File: config.mk
export PLATFORM = sky130hd
export DESIGN_NAME = modbus_tcp_to_rtu_convert_flat
export DESIGN_NICKNAME = d
export VERILOG_FILES = /design/src/mtrc_pkg.sv /design/src/mtrc_if.sv /design/src/mtrc_frame.sv /design/src/mtrc_outq.sv /design/src/modbus_tcp_to_rtu_convert.sv /design/src/flat_wrapper.sv
export SDC_FILE = /design/constraint.sdc
export NUM_CORES = 1
export LEC_CHECK = 0
export ABC_AREA = 1
export BUFFER_PORTS_ARGS = -buffer_cell sky130_fd_sc_hd__buf_2
export CAP_MARGIN = 20
export CORE_MARGIN = 2
export CORE_UTILIZATION = 47
export CTS_BUF_LIST = sky130_fd_sc_hd__clkbuf_16
export DETAILED_ROUTE_END_ITERATION = 7
export GPL_ROUTABILITY_DRIVEN = 0
export PLACE_DENSITY_LB_ADDON = 0.3
export SYNTH_ARGS = -nofsm -noshare
export SYNTH_HDL_FRONTEND = slang
export SYNTH_SLANG_ARGS = --single-unit
File: constraint.sdc
create_clock -name clock -period 12.93 [get_ports clock]
set_clock_uncertainty 0.05 [all_clocks]
set_input_delay 2.586 -clock clock [delete_from_list [all_inputs] [get_ports clock]]
set_output_delay 2.586 -clock clock [all_outputs]
set_load 0.02 [all_outputs]
File: src/mtrc_pkg.sv
`timescale 1ns / 1ps
// Package for the Modbus TCP to RTU converter: item types, frame constants
// and the byte-wide Modbus CRC16 update. No dependencies.
package mtrc_pkg;

   localparam int unsigned CountW = 17;
   localparam logic [CountW-1:0] CountMax = {CountW{1'b1}};

   // MBAP header byte positions
   localparam logic [CountW-1:0] PosTransHi = CountW'(0);
   localparam logic [CountW-1:0] PosTransLo = CountW'(1);
   localparam logic [CountW-1:0] PosProtoHi = CountW'(2);
   localparam logic [CountW-1:0] PosProtoLo = CountW'(3);
   localparam logic [CountW-1:0] PosLenHi   = CountW'(4);
   localparam logic [CountW-1:0] PosLenLo   = CountW'(5);
   localparam logic [CountW-1:0] HdrLen     = CountW'(6);
   localparam logic [CountW-1:0] MinFrame   = CountW'(8);
   localparam logic [15:0]       MinLen     = 16'd2;

   localparam logic [15:0] CrcInit = 16'hFFFF;
   localparam logic [15:0] CrcPoly = 16'hA001;

   // result queue depth: one waiting result plus a full burst of three
   localparam int unsigned QueueDepth = 4;
   localparam int unsigned QueueCntW  = 3;
   localparam int unsigned BurstMax   = 3;

   typedef struct packed {
      logic [7:0]  out_byte;
      logic        byte_valid;
      logic        out_last;
      logic        frame_ok;
      logic [15:0] trans_id;
   } rsp_item_type;

   // results produced by one accepted byte
   typedef struct packed {
      logic [1:0]                  count;
      rsp_item_type [BurstMax-1:0] items;
   } push_type;

   typedef struct packed {
      logic can_take;
   } queue_status_type;

   function automatic logic [15:0] crc_update(input logic [15:0] crc,
                                              input logic [7:0] b);
      logic [15:0] c;
      c = crc ^ {8'h00, b};
      for (int k = 0; k < 8; k++) begin
         if (c[0]) begin
            c = (c >> 1) ^ CrcPoly;
         end else begin
            c = c >> 1;
         end
      end
      return c;
   endfunction

endpackage

File: src/mtrc_if.sv
`timescale 1ns / 1ps
// Valid/ready channel interfaces for the converter's byte input and result
// output. Depends on nothing.
interface mtrc_req_if;
   logic       valid;
   logic       ready;
   logic [7:0] in_byte;
   logic       in_last;
   modport source (output valid, in_byte, in_last, input ready);
   modport sink   (input valid, in_byte, in_last, output ready);
endinterface

interface mtrc_rsp_if;
   logic        valid;
   logic        ready;
   logic [7:0]  out_byte;
   logic        byte_valid;
   logic        out_last;
   logic        frame_ok;
   logic [15:0] trans_id;
   modport source (output valid, out_byte, byte_valid, out_last, frame_ok, trans_id,
                   input ready);
   modport sink   (input valid, out_byte, byte_valid, out_last, frame_ok, trans_id,
                   output ready);
endinterface

File: src/mtrc_frame.sv
`timescale 1ns / 1ps
// Frame tracker: MBAP header capture, byte counter, CRC16 and the results of
// each accepted byte. Depends on mtrc_pkg.
module mtrc_frame (
   input  logic                 clock,
   input  logic                 reset,
   input  logic                 accept,
   input  logic [7:0]           in_byte,
   input  logic                 in_last,
   output mtrc_pkg::push_type   push
);

   logic [mtrc_pkg::CountW-1:0] count_ff, count_in;
   logic [15:0] trans_ff, trans_in;
   logic [15:0] proto_ff, proto_in;
   logic [15:0] len_ff, len_in;
   logic [15:0] crc_ff, crc_in;

   logic [15:0] crc_base, crc_new;
   logic [15:0] trans_new, proto_new, len_new;
   logic [mtrc_pkg::CountW-1:0] count_new, size_need;
   logic        is_body, frame_ok;
   mtrc_pkg::rsp_item_type body_item, crc_lo_item, crc_hi_item, status_item;

   always_comb begin
      crc_base  = (count_ff == '0) ? mtrc_pkg::CrcInit : crc_ff;
      trans_new = trans_ff;
      proto_new = proto_ff;
      len_new   = len_ff;
      is_body   = 1'b0;
      case (count_ff)
         mtrc_pkg::PosTransHi: trans_new[15:8] = in_byte;
         mtrc_pkg::PosTransLo: trans_new[7:0]  = in_byte;
         mtrc_pkg::PosProtoHi: proto_new[15:8] = in_byte;
         mtrc_pkg::PosProtoLo: proto_new[7:0]  = in_byte;
         mtrc_pkg::PosLenHi:   len_new[15:8]   = in_byte;
         mtrc_pkg::PosLenLo:   len_new[7:0]    = in_byte;
         default:              is_body         = 1'b1;
      endcase
      crc_new   = is_body ? mtrc_pkg::crc_update(crc_base, in_byte) : crc_base;
      count_new = (count_ff != mtrc_pkg::CountMax) ? count_ff + 1'b1 : count_ff;
      size_need = {1'b0, len_new} + mtrc_pkg::HdrLen;
      frame_ok  = (count_new >= mtrc_pkg::MinFrame) && (proto_new == 16'h0000) &&
                  (len_new >= mtrc_pkg::MinLen) && (count_new == size_need);

      body_item   = '{out_byte: in_byte, byte_valid: 1'b1, out_last: 1'b0,
                      frame_ok: 1'b0, trans_id: 16'h0000};
      crc_lo_item = '{out_byte: crc_new[7:0], byte_valid: 1'b1, out_last: 1'b0,
                      frame_ok: 1'b0, trans_id: 16'h0000};
      crc_hi_item = '{out_byte: crc_new[15:8], byte_valid: 1'b1, out_last: 1'b1,
                      frame_ok: frame_ok, trans_id: trans_new};
      status_item = '{out_byte: 8'h00, byte_valid: 1'b0, out_last: 1'b1,
                      frame_ok: 1'b0, trans_id: trans_new};

      push.items = {crc_hi_item, crc_lo_item, body_item};
      push.count = 2'd0;
      if (accept) begin
         if (is_body) begin
            push.count = in_last ? 2'd3 : 2'd1;
         end else if (in_last) begin
            push.items[0] = status_item;
            push.count    = 2'd1;
         end
      end
   end

   always_comb begin
      count_in = count_ff;
      trans_in = trans_ff;
      proto_in = proto_ff;
      len_in   = len_ff;
      crc_in   = crc_ff;
      if (accept) begin
         if (in_last) begin
            count_in = '0;
            trans_in = 16'h0000;
            proto_in = 16'h0000;
            len_in   = 16'h0000;
            crc_in   = mtrc_pkg::CrcInit;
         end else begin
            count_in = count_new;
            trans_in = trans_new;
            proto_in = proto_new;
            len_in   = len_new;
            crc_in   = crc_new;
         end
      end
   end

   always_ff @(posedge clock) begin
      if (reset) begin
         count_ff <= '0;
         trans_ff <= 16'h0000;
         proto_ff <= 16'h0000;
         len_ff   <= 16'h0000;
         crc_ff   <= mtrc_pkg::CrcInit;
      end else begin
         count_ff <= count_in;
         trans_ff <= trans_in;
         proto_ff <= proto_in;
         len_ff   <= len_in;
         crc_ff   <= crc_in;
      end
   end

   // a last byte always closes the frame and restarts the count
   a_last_clears: assert property (@(posedge clock) disable iff (reset)
      accept && in_last |=> count_ff == '0 && crc_ff == mtrc_pkg::CrcInit)
      else $error("frame state not cleared after last byte");

   // header bytes never produce a result unless they end the frame
   a_header_silent: assert property (@(posedge clock) disable iff (reset)
      accept && !in_last && count_ff < mtrc_pkg::HdrLen |-> push.count == 2'd0)
      else $error("header byte produced a result");

endmodule

File: src/mtrc_outq.sv
`timescale 1ns / 1ps
// Result queue: holds up to four results and presents the oldest on the
// result channel. Depends on mtrc_pkg and mtrc_if.
module mtrc_outq (
   input  logic                          clock,
   input  logic                          reset,
   input  mtrc_pkg::push_type            push,
   output mtrc_pkg::queue_status_type    status,
   mtrc_rsp_if.source                    rsp
);

   mtrc_pkg::rsp_item_type slot_ff [mtrc_pkg::QueueDepth];
   mtrc_pkg::rsp_item_type slot_in [mtrc_pkg::QueueDepth];
   logic [mtrc_pkg::QueueCntW-1:0] cnt_ff, cnt_in;
   logic                           pop;
   logic [mtrc_pkg::QueueCntW-1:0] base;

   assign pop = (cnt_ff != '0) && rsp.ready;
   assign base = cnt_ff - {2'b00, pop};

   always_comb begin
      logic [mtrc_pkg::QueueCntW-1:0] src;
      logic [mtrc_pkg::QueueCntW-1:0] off;
      for (int i = 0; i < mtrc_pkg::QueueDepth; i++) begin
         src = mtrc_pkg::QueueCntW'(i) + {2'b00, pop};
         off = mtrc_pkg::QueueCntW'(i) - base;
         slot_in[i] = slot_ff[i];
         if (src < cnt_ff) begin
            slot_in[i] = slot_ff[src[1:0]];
         end else if (mtrc_pkg::QueueCntW'(i) >= base && off < {1'b0, push.count}) begin
            slot_in[i] = push.items[off[1:0]];
         end
      end
      cnt_in = base + {1'b0, push.count};
   end

   always_ff @(posedge clock) begin
      if (reset) begin
         cnt_ff <= '0;
      end else begin
         cnt_ff <= cnt_in;
      end
   end

   always_ff @(posedge clock) begin
      slot_ff <= slot_in;
   end

   // room for a full burst whenever at most one result is waiting
   assign status.can_take = (cnt_ff <= mtrc_pkg::QueueCntW'(1));

   assign rsp.valid      = (cnt_ff != '0);
   assign rsp.out_byte   = slot_ff[0].out_byte;
   assign rsp.byte_valid = slot_ff[0].byte_valid;
   assign rsp.out_last   = slot_ff[0].out_last;
   assign rsp.frame_ok   = slot_ff[0].frame_ok;
   assign rsp.trans_id   = slot_ff[0].trans_id;

   a_no_overflow: assert property (@(posedge clock) disable iff (reset)
      push.count != 2'd0 |-> cnt_ff <= mtrc_pkg::QueueCntW'(1))
      else $error("result burst pushed into a busy queue");

   a_count_bound: assert property (@(posedge clock) disable iff (reset)
      cnt_ff <= mtrc_pkg::QueueCntW'(mtrc_pkg::QueueDepth))
      else $error("result queue count out of range");

endmodule

File: src/modbus_tcp_to_rtu_convert.sv
`timescale 1ns / 1ps
// Results are registered into the result queue, which offers the oldest one first.
// Throughput: one byte per cycle while at most one result is queued; a last body
// byte yields three results; the input stalls until the four-entry queue holds one.
// Frame state is updated in the same cycle a byte is transferred.
// Reset (synchronous, active high): empty queue, zero count and header, CRC 0xFFFF.
module modbus_tcp_to_rtu_convert (
   input  logic       clock,
   input  logic       reset,
   mtrc_req_if.sink   req_ch,
   mtrc_rsp_if.source rsp_ch
);

   mtrc_pkg::push_type         push;
   mtrc_pkg::queue_status_type q_status;
   logic                       accept;

   // take a byte only while the queue can absorb a full end-of-frame burst
   assign req_ch.ready = q_status.can_take;
   assign accept       = req_ch.valid && req_ch.ready;

   // header capture, count and CRC; emits zero to three results per byte
   mtrc_frame u_frame (
      .clock   (clock),
      .reset   (reset),
      .accept  (accept),
      .in_byte (req_ch.in_byte),
      .in_last (req_ch.in_last),
      .push    (push)
   );

   // hold results and present them one transfer at a time
   mtrc_outq u_outq (
      .clock  (clock),
      .reset  (reset),
      .push   (push),
      .status (q_status),
      .rsp    (rsp_ch)
   );

endmodule

File: src/flat_wrapper.sv
// flat-port wrapper written by rule: the top's interface ports become plain ports
module modbus_tcp_to_rtu_convert_flat 
  (clock, reset, req_ch_valid, req_ch_in_byte, req_ch_in_last, req_ch_ready, rsp_ch_valid, rsp_ch_out_byte, rsp_ch_byte_valid, rsp_ch_out_last, rsp_ch_frame_ok, rsp_ch_trans_id, rsp_ch_ready);
  mtrc_req_if req_ch_i ();
  mtrc_rsp_if rsp_ch_i ();
  input  logic clock;
  input  logic reset;
  input wire logic [$bits(req_ch_i.valid)-1:0] req_ch_valid;
  input wire logic [$bits(req_ch_i.in_byte)-1:0] req_ch_in_byte;
  input wire logic [$bits(req_ch_i.in_last)-1:0] req_ch_in_last;
  output wire logic [$bits(req_ch_i.ready)-1:0] req_ch_ready;
  output wire logic [$bits(rsp_ch_i.valid)-1:0] rsp_ch_valid;
  output wire logic [$bits(rsp_ch_i.out_byte)-1:0] rsp_ch_out_byte;
  output wire logic [$bits(rsp_ch_i.byte_valid)-1:0] rsp_ch_byte_valid;
  output wire logic [$bits(rsp_ch_i.out_last)-1:0] rsp_ch_out_last;
  output wire logic [$bits(rsp_ch_i.frame_ok)-1:0] rsp_ch_frame_ok;
  output wire logic [$bits(rsp_ch_i.trans_id)-1:0] rsp_ch_trans_id;
  input wire logic [$bits(rsp_ch_i.ready)-1:0] rsp_ch_ready;
  assign req_ch_i.valid = req_ch_valid;
  assign req_ch_i.in_byte = req_ch_in_byte;
  assign req_ch_i.in_last = req_ch_in_last;
  assign req_ch_ready = req_ch_i.ready;
  assign rsp_ch_valid = rsp_ch_i.valid;
  assign rsp_ch_out_byte = rsp_ch_i.out_byte;
  assign rsp_ch_byte_valid = rsp_ch_i.byte_valid;
  assign rsp_ch_out_last = rsp_ch_i.out_last;
  assign rsp_ch_frame_ok = rsp_ch_i.frame_ok;
  assign rsp_ch_trans_id = rsp_ch_i.trans_id;
  assign rsp_ch_i.ready = rsp_ch_ready;
  modbus_tcp_to_rtu_convert u_core (.clock(clock), .reset(reset), .req_ch(req_ch_i), .rsp_ch(rsp_ch_i));
endmodule
After elaboration in Yosys (flattened, before gate mapping). Index checks and enable logic that the tools add are counted.

Output and inout port bits: 29. Bits in registers: 192. Input bits: 13.

$add $sub $neg: 11. $lt $le $gt $ge: 23. Reductions and logical operators: 17. Eq/ne operators: 7. Muxes and demuxes: 57. Bitwise gates (word level): 13.

Operator list (count): $mux W27 (23); $bmux W27 S2 (8); $mux W16 (14); $mux W8 (6); $eq A17 B2 Y1 const B (2); $eq A17 B3 Y1 const B (2); $mux W17 (2); $not A2 Y3 (11); $add A16 B3 Y17 const B (1); $add A17 B1 Y17 const B (1); $eq A17 B1 Y1 const B (1); $eq A17 B17 Y1 (1); $ge A17 B4 Y1 const B (1); $logic_not A17 Y1 (1); $ne A17 B17 Y1 const B (1); $ge A16 B2 Y1 const B (1); $logic_not A16 Y1 (1); $xor A16 B8 Y16 (1); $ge A3 B3 Y1 const B (4); $lt A2 B3 Y1 const B (4); $lt A3 B2 Y1 (4); $logic_and A1 B1 Y1 (9); $reduce_bool A2 Y1 (4); $add A2 B1 Y3 const A (2); other kinds (16) (23).

Logic depth before layout (Yosys ltp).
Depth in word-level cells: 24. Gate-level depth with buffers: 25. Mapped depth without buffers: 24.

By module. Synthesis repeated with hierarchy kept, for this count alone.

Cell total of the unflattened synthesis: 2270. Area total of the unflattened synthesis: 14826.7 µm².

By module, submodules not included: mtrc_outq (cells an instance 1224, instances 1, area an instance 8486.9 µm²); mtrc_frame (cells an instance 1044, instances 1, area an instance 6332.3 µm²); modbus_tcp_to_rtu_convert (cells an instance 2, instances 1, area an instance 7.5 µm²).

Worst setup path before layout. Ideal clock, no wire load.

Kind: input to register. From: input port rsp_ch_ready. To: register u_core.u_outq.slot_ff[54] in the netlist's numbering (enable). Data required time: 12.428 ns. Buffers on the path: 4. Arrival: 6.722 ns. Stages: 11. Setup slack: 5.705 ns. Cells stage by stage: nand2_1 inv_1 clkbuf_1 ha_1 clkbuf_1 inv_1 clkbuf_1 clkbuf_1 ha_1 nor2_1 o31ai_1.

Cells in the longest elaborated chain, start to end: 6. Elaborated cells between the ends (all ways): 9. Classes of those cells: add/sub (3); order compare (3); reduce/logical (3).

RTL lines: start, declared (RTL line flat_wrapper.sv:18) `input wire logic [$bits(rsp_ch_i.ready)-1:0] rsp_ch_ready;`; $logic_and A1 B1 Y1 * (RTL line mtrc_outq.sv:18) `assign pop = (cnt_ff != '0) && rsp.ready;`; $sub A3 B1 Y3 (RTL line mtrc_outq.sv:19) `assign base = cnt_ff - {2'b00, pop};`; $sub A1 B3 Y3 (RTL line mtrc_outq.sv:26) `off = mtrc_pkg::QueueCntW'(i) - base;`; $lt A3 B2 Y1 (RTL line mtrc_outq.sv:30) `end else if (mtrc_pkg::QueueCntW'(i) >= base && off < {1'b0, push.count}) begin`; $logic_and A1 B1 Y1 (RTL line mtrc_outq.sv:30); $reduce_bool A2 Y1 (no source line) *; end signal, assigned (RTL line mtrc_outq.sv:46) `slot_ff <= slot_in;`; end, declared (RTL line mtrc_outq.sv:12) `mtrc_pkg::rsp_item_type slot_ff [mtrc_pkg::QueueDepth];`.

Every way passes the cells marked *; elsewhere a longest branch is shown, timed or not. A chain may end at the register's enable or synchronous reset.

==> results.tsv <==
metric	value	unit
status	finished, final reports clean	
Slew HR	24.9	%
CP Class	in2reg	
WL/cell	16.9	um
Yosys cell types	46	
pin count of the biggest net entering global routing	97	
required time worst endpoint	13.06	ns
Port Buffers	41	
pwr dens	268	nW/um^2
post-route ant nets	0	
later-pin clock latency in the skew report	0.45	ns
Area Growth Syn to Fin	7.83	%
RR Endpoint	u_core.u_outq.rsp.trans_id[6]	
Hold Path Class	reg2reg	
CTS clock-pin slew for the worst setup and hold paths	0.09	ns
vias in the first global route	9575	
Placed Cells	1825	
Slew Viols, Final	0	
combinational share of power	47.7	%
die area	25800	um^2
Internal	1790	uW
DRT iter0 DRCs	1135	
min cycle time layout	6.25	ns
CTS H-Tree Depth	4	
switching share of total power	46.2	%
CTS tree	done	
register area share after synthesis	42.7	%
post-synth net total	1576	
endpoints failing hold	0	
number of buffers created by CTS	17	
worst vdd ir	0.000246	V
# setup viols final	0	
Residual DRC	0	
die width	161	um
Post-Layout Cell Count	1858	
Flop pwr share	35.4	%
Clock power frac	16.9	%
final wirelength	31500	um
period utilization	48.4	%
Critical Path Fanout Max	71	
NetSw	1540	uW
global route total overflow	0	
initial antenna violation count	1	
Bufs on Longest Clock Path	2	
Total GRT Usage	24.7	%
Critical R2R Launch	u_core.u_outq.cnt_ff[2]	
Die Y	161	um
Syn Inst Count	1539	
via count	10300	
I/O Pins	42	
Post-CTS Setup Inserts	0	
startpoint types	input pin	
First-pass DRT Iterations	5	
CP arrival	6.39	ns
CTS sink cnt	192	
FF-to-FF path depth	14	
Nets	1557	
setup_tns	0	ns
final core occ	51.4	%
leakage	0.00490	uW
initial core utilization	47.7	%
first-pass GRT wire length	51000	um
synthesized area per cell	7.49	um^2
CTS root buf	clkbuf_16	
Max Fclk	160	MHz
Worst setup endpoint	u_core.u_outq.rsp.trans_id[6]	
reg2reg setup slack	7.89	ns
Worst Setup End Kind	flop	
row cnt	57	
layout cells sized above 1	9.85	%
post-detail-place hpwl	21500	um
synth warn	0	
Resize count post-CTS	0	
RSZ-0062 raised after global routing	no	
core region area	24200	um^2
hold buffers post-CTS	0	
synthesized flop and latch total	192	
critical path launch point	rsp_ch_ready	
mapped cell area	11500	um^2
DR vias/cell	5.56	
Slew @ Worst Pin	1.13	ns
max-cap viol count	0	
## metal layers
metal	part of all wire (%)	up-vias	global-route usage [%]
met4	2.5	0	8.68
met1	44	4761	33.9
met2	45	415	39.0
met3	8.3	54	4.98
li1	-	5097	-
met5	0	-	0
## flip-flops by register name, summed over array words and instances, names as in the netlist, 3 cells and up
name,count
u_core.u_outq.rsp.trans_id,16
u_core.u_outq.slot_ff,81
u_core.u_frame.crc_ff,16
u_core.u_outq.rsp.out_byte,8
u_core.u_frame.proto_ff,16
u_core.u_frame.trans_ff,16
u_core.u_frame.len_ff,16
u_core.u_frame.count_ff,17
u_core.u_outq.cnt_ff,3
## through the flow
step           cell area, um^2  worst slack [ns]  hold WS [ns]  power, uW
2_1_floorplan            11500              5.71         0.381       2290
3_3_place_gp             11800              6.38         0.395       2700
3_5_place_dp             11800              6.28         0.401       2740
4_1_cts                  12400              6.75         0.417       3310
5_1_grt                  12400              6.36         0.429       3540
6_report                 12400              6.68         0.415       3330
## synth_stat cells (all sizes together)
master	n	area (um^2)
o22ai	34	213
xor2	22	193
edfxtp	108	3240
o21a	5	37.5
nand3	67	380
nand4	13	81.3
a31oi	2	12.5
a22oi	4	35.0
a211o	1	8.76
inv	150	573
xnor2	7	61.3
o21ai	173	922
clkbuf	57	214
nor2	140	583
a21oi	94	470
nand3b	2	15.0
fa	1	20.0
a221o	1	10.0
o221ai	24	210
o31ai	1	7.51
nor4	4	25.0
ha	23	288
nand2	450	1720
or2	2	12.5
nor3	16	101
and2	1	6.26
a211oi	2	15.0
dfxtp	84	1680
o211ai	17	128
buf	34	261
## critical path, cell delays in order
cell     delay [ns]
buf_2          0.10
nand2_2        0.05
buf_4          0.61
inv_1          0.16
ha_1           0.63
o21ai_2        1.01
nor2_1         0.07
inv_1          0.14
nor2_2         0.09
inv_1          0.16
o21ai_1        0.09
inv_1          0.45
o21ai_0        0.19
## cell usage in the layout, fill, tap and decap left out, types with 3 or more instances in the layout
master | netlist | final
clkinv_8 | 0 | 3
edfxtp_1 | 108 | 108
o22ai_1 | 34 | 33
buf_4 | 24 | 12
o21ai_0 | 153 | 151
nand2_2 | 8 | 10
nor3_1 | 13 | 13
inv_1 | 142 | 142
o21ai_1 | 7 | 6
o221ai_1 | 24 | 24
dfxtp_1 | 84 | 84
inv_6 | 2 | 6
nand4_1 | 13 | 13
nand3_1 | 61 | 61
buf_2 | 5 | 41
inv_12 | 0 | 5
inv_8 | 0 | 3
o21ai_2 | 12 | 15
clkbuf_16 | 0 | 17
nor2_1 | 125 | 124
nor2_2 | 11 | 11
xor2_1 | 22 | 22
a21oi_1 | 94 | 94
inv_2 | 6 | 6
nand2_1 | 441 | 439
o211ai_1 | 17 | 17
xnor2_1 | 7 | 7
nand3_2 | 4 | 4
a22oi_1 | 3 | 3
nor2_4 | 4 | 5
nor4_1 | 4 | 4
ha_1 | 23 | 23
o21a_1 | 5 | 5
## cell families (layout without fill, tap and decap cells)
group,after synthesis,count (layout),synth area share [%]
compound gates,358,358,18.0
fa+ha+maj,24,24,2.67
simple gates,695,695,25.3
other cells,0,1,0
flops,192,192,42.7
xor+xnor,29,29,2.20
buf+inv,241,235,9.10
## power by group through the flow
stage	logic, uW	registers [uW]	clock network [uW]
after floorplan	1120	1180	0
after global placement	1520	1180	0
after detailed placement	1560	1180	0
after CTS	1560	1170	568
after global routing	1750	1200	594
final	1590	1180	562
## area by class of cell
cell class	instances	area, um^2
fill	2291	11700
sequential	192	4920
antenna	1	2.50
clock buffer	17	425
multi-input combinational	1106	5600
tap	324	405
clock inverter	15	199
timing repair buffer	53	295
inverter	150	573
## worst min-delay path by stage
stage | from | to | slack [ns] | cells past startpoint
after detailed placement | u_core.u_frame.crc_ff[0] | u_core.u_frame.crc_ff[0] | 0.40 | 2
after floorplan | u_core.u_frame.crc_ff[6] | u_core.u_frame.crc_ff[6] | 0.38 | 2
after CTS | u_core.u_frame.trans_ff[10] | u_core.u_frame.trans_ff[10] | 0.42 | 2
after global placement | u_core.u_frame.crc_ff[6] | u_core.u_frame.crc_ff[6] | 0.39 | 2
final | u_core.u_frame.proto_ff[14] | u_core.u_frame.proto_ff[14] | 0.42 | 2
after global routing | u_core.u_frame.trans_ff[11] | u_core.u_frame.trans_ff[11] | 0.43 | 2
Power figures use the tool's default switching activity.
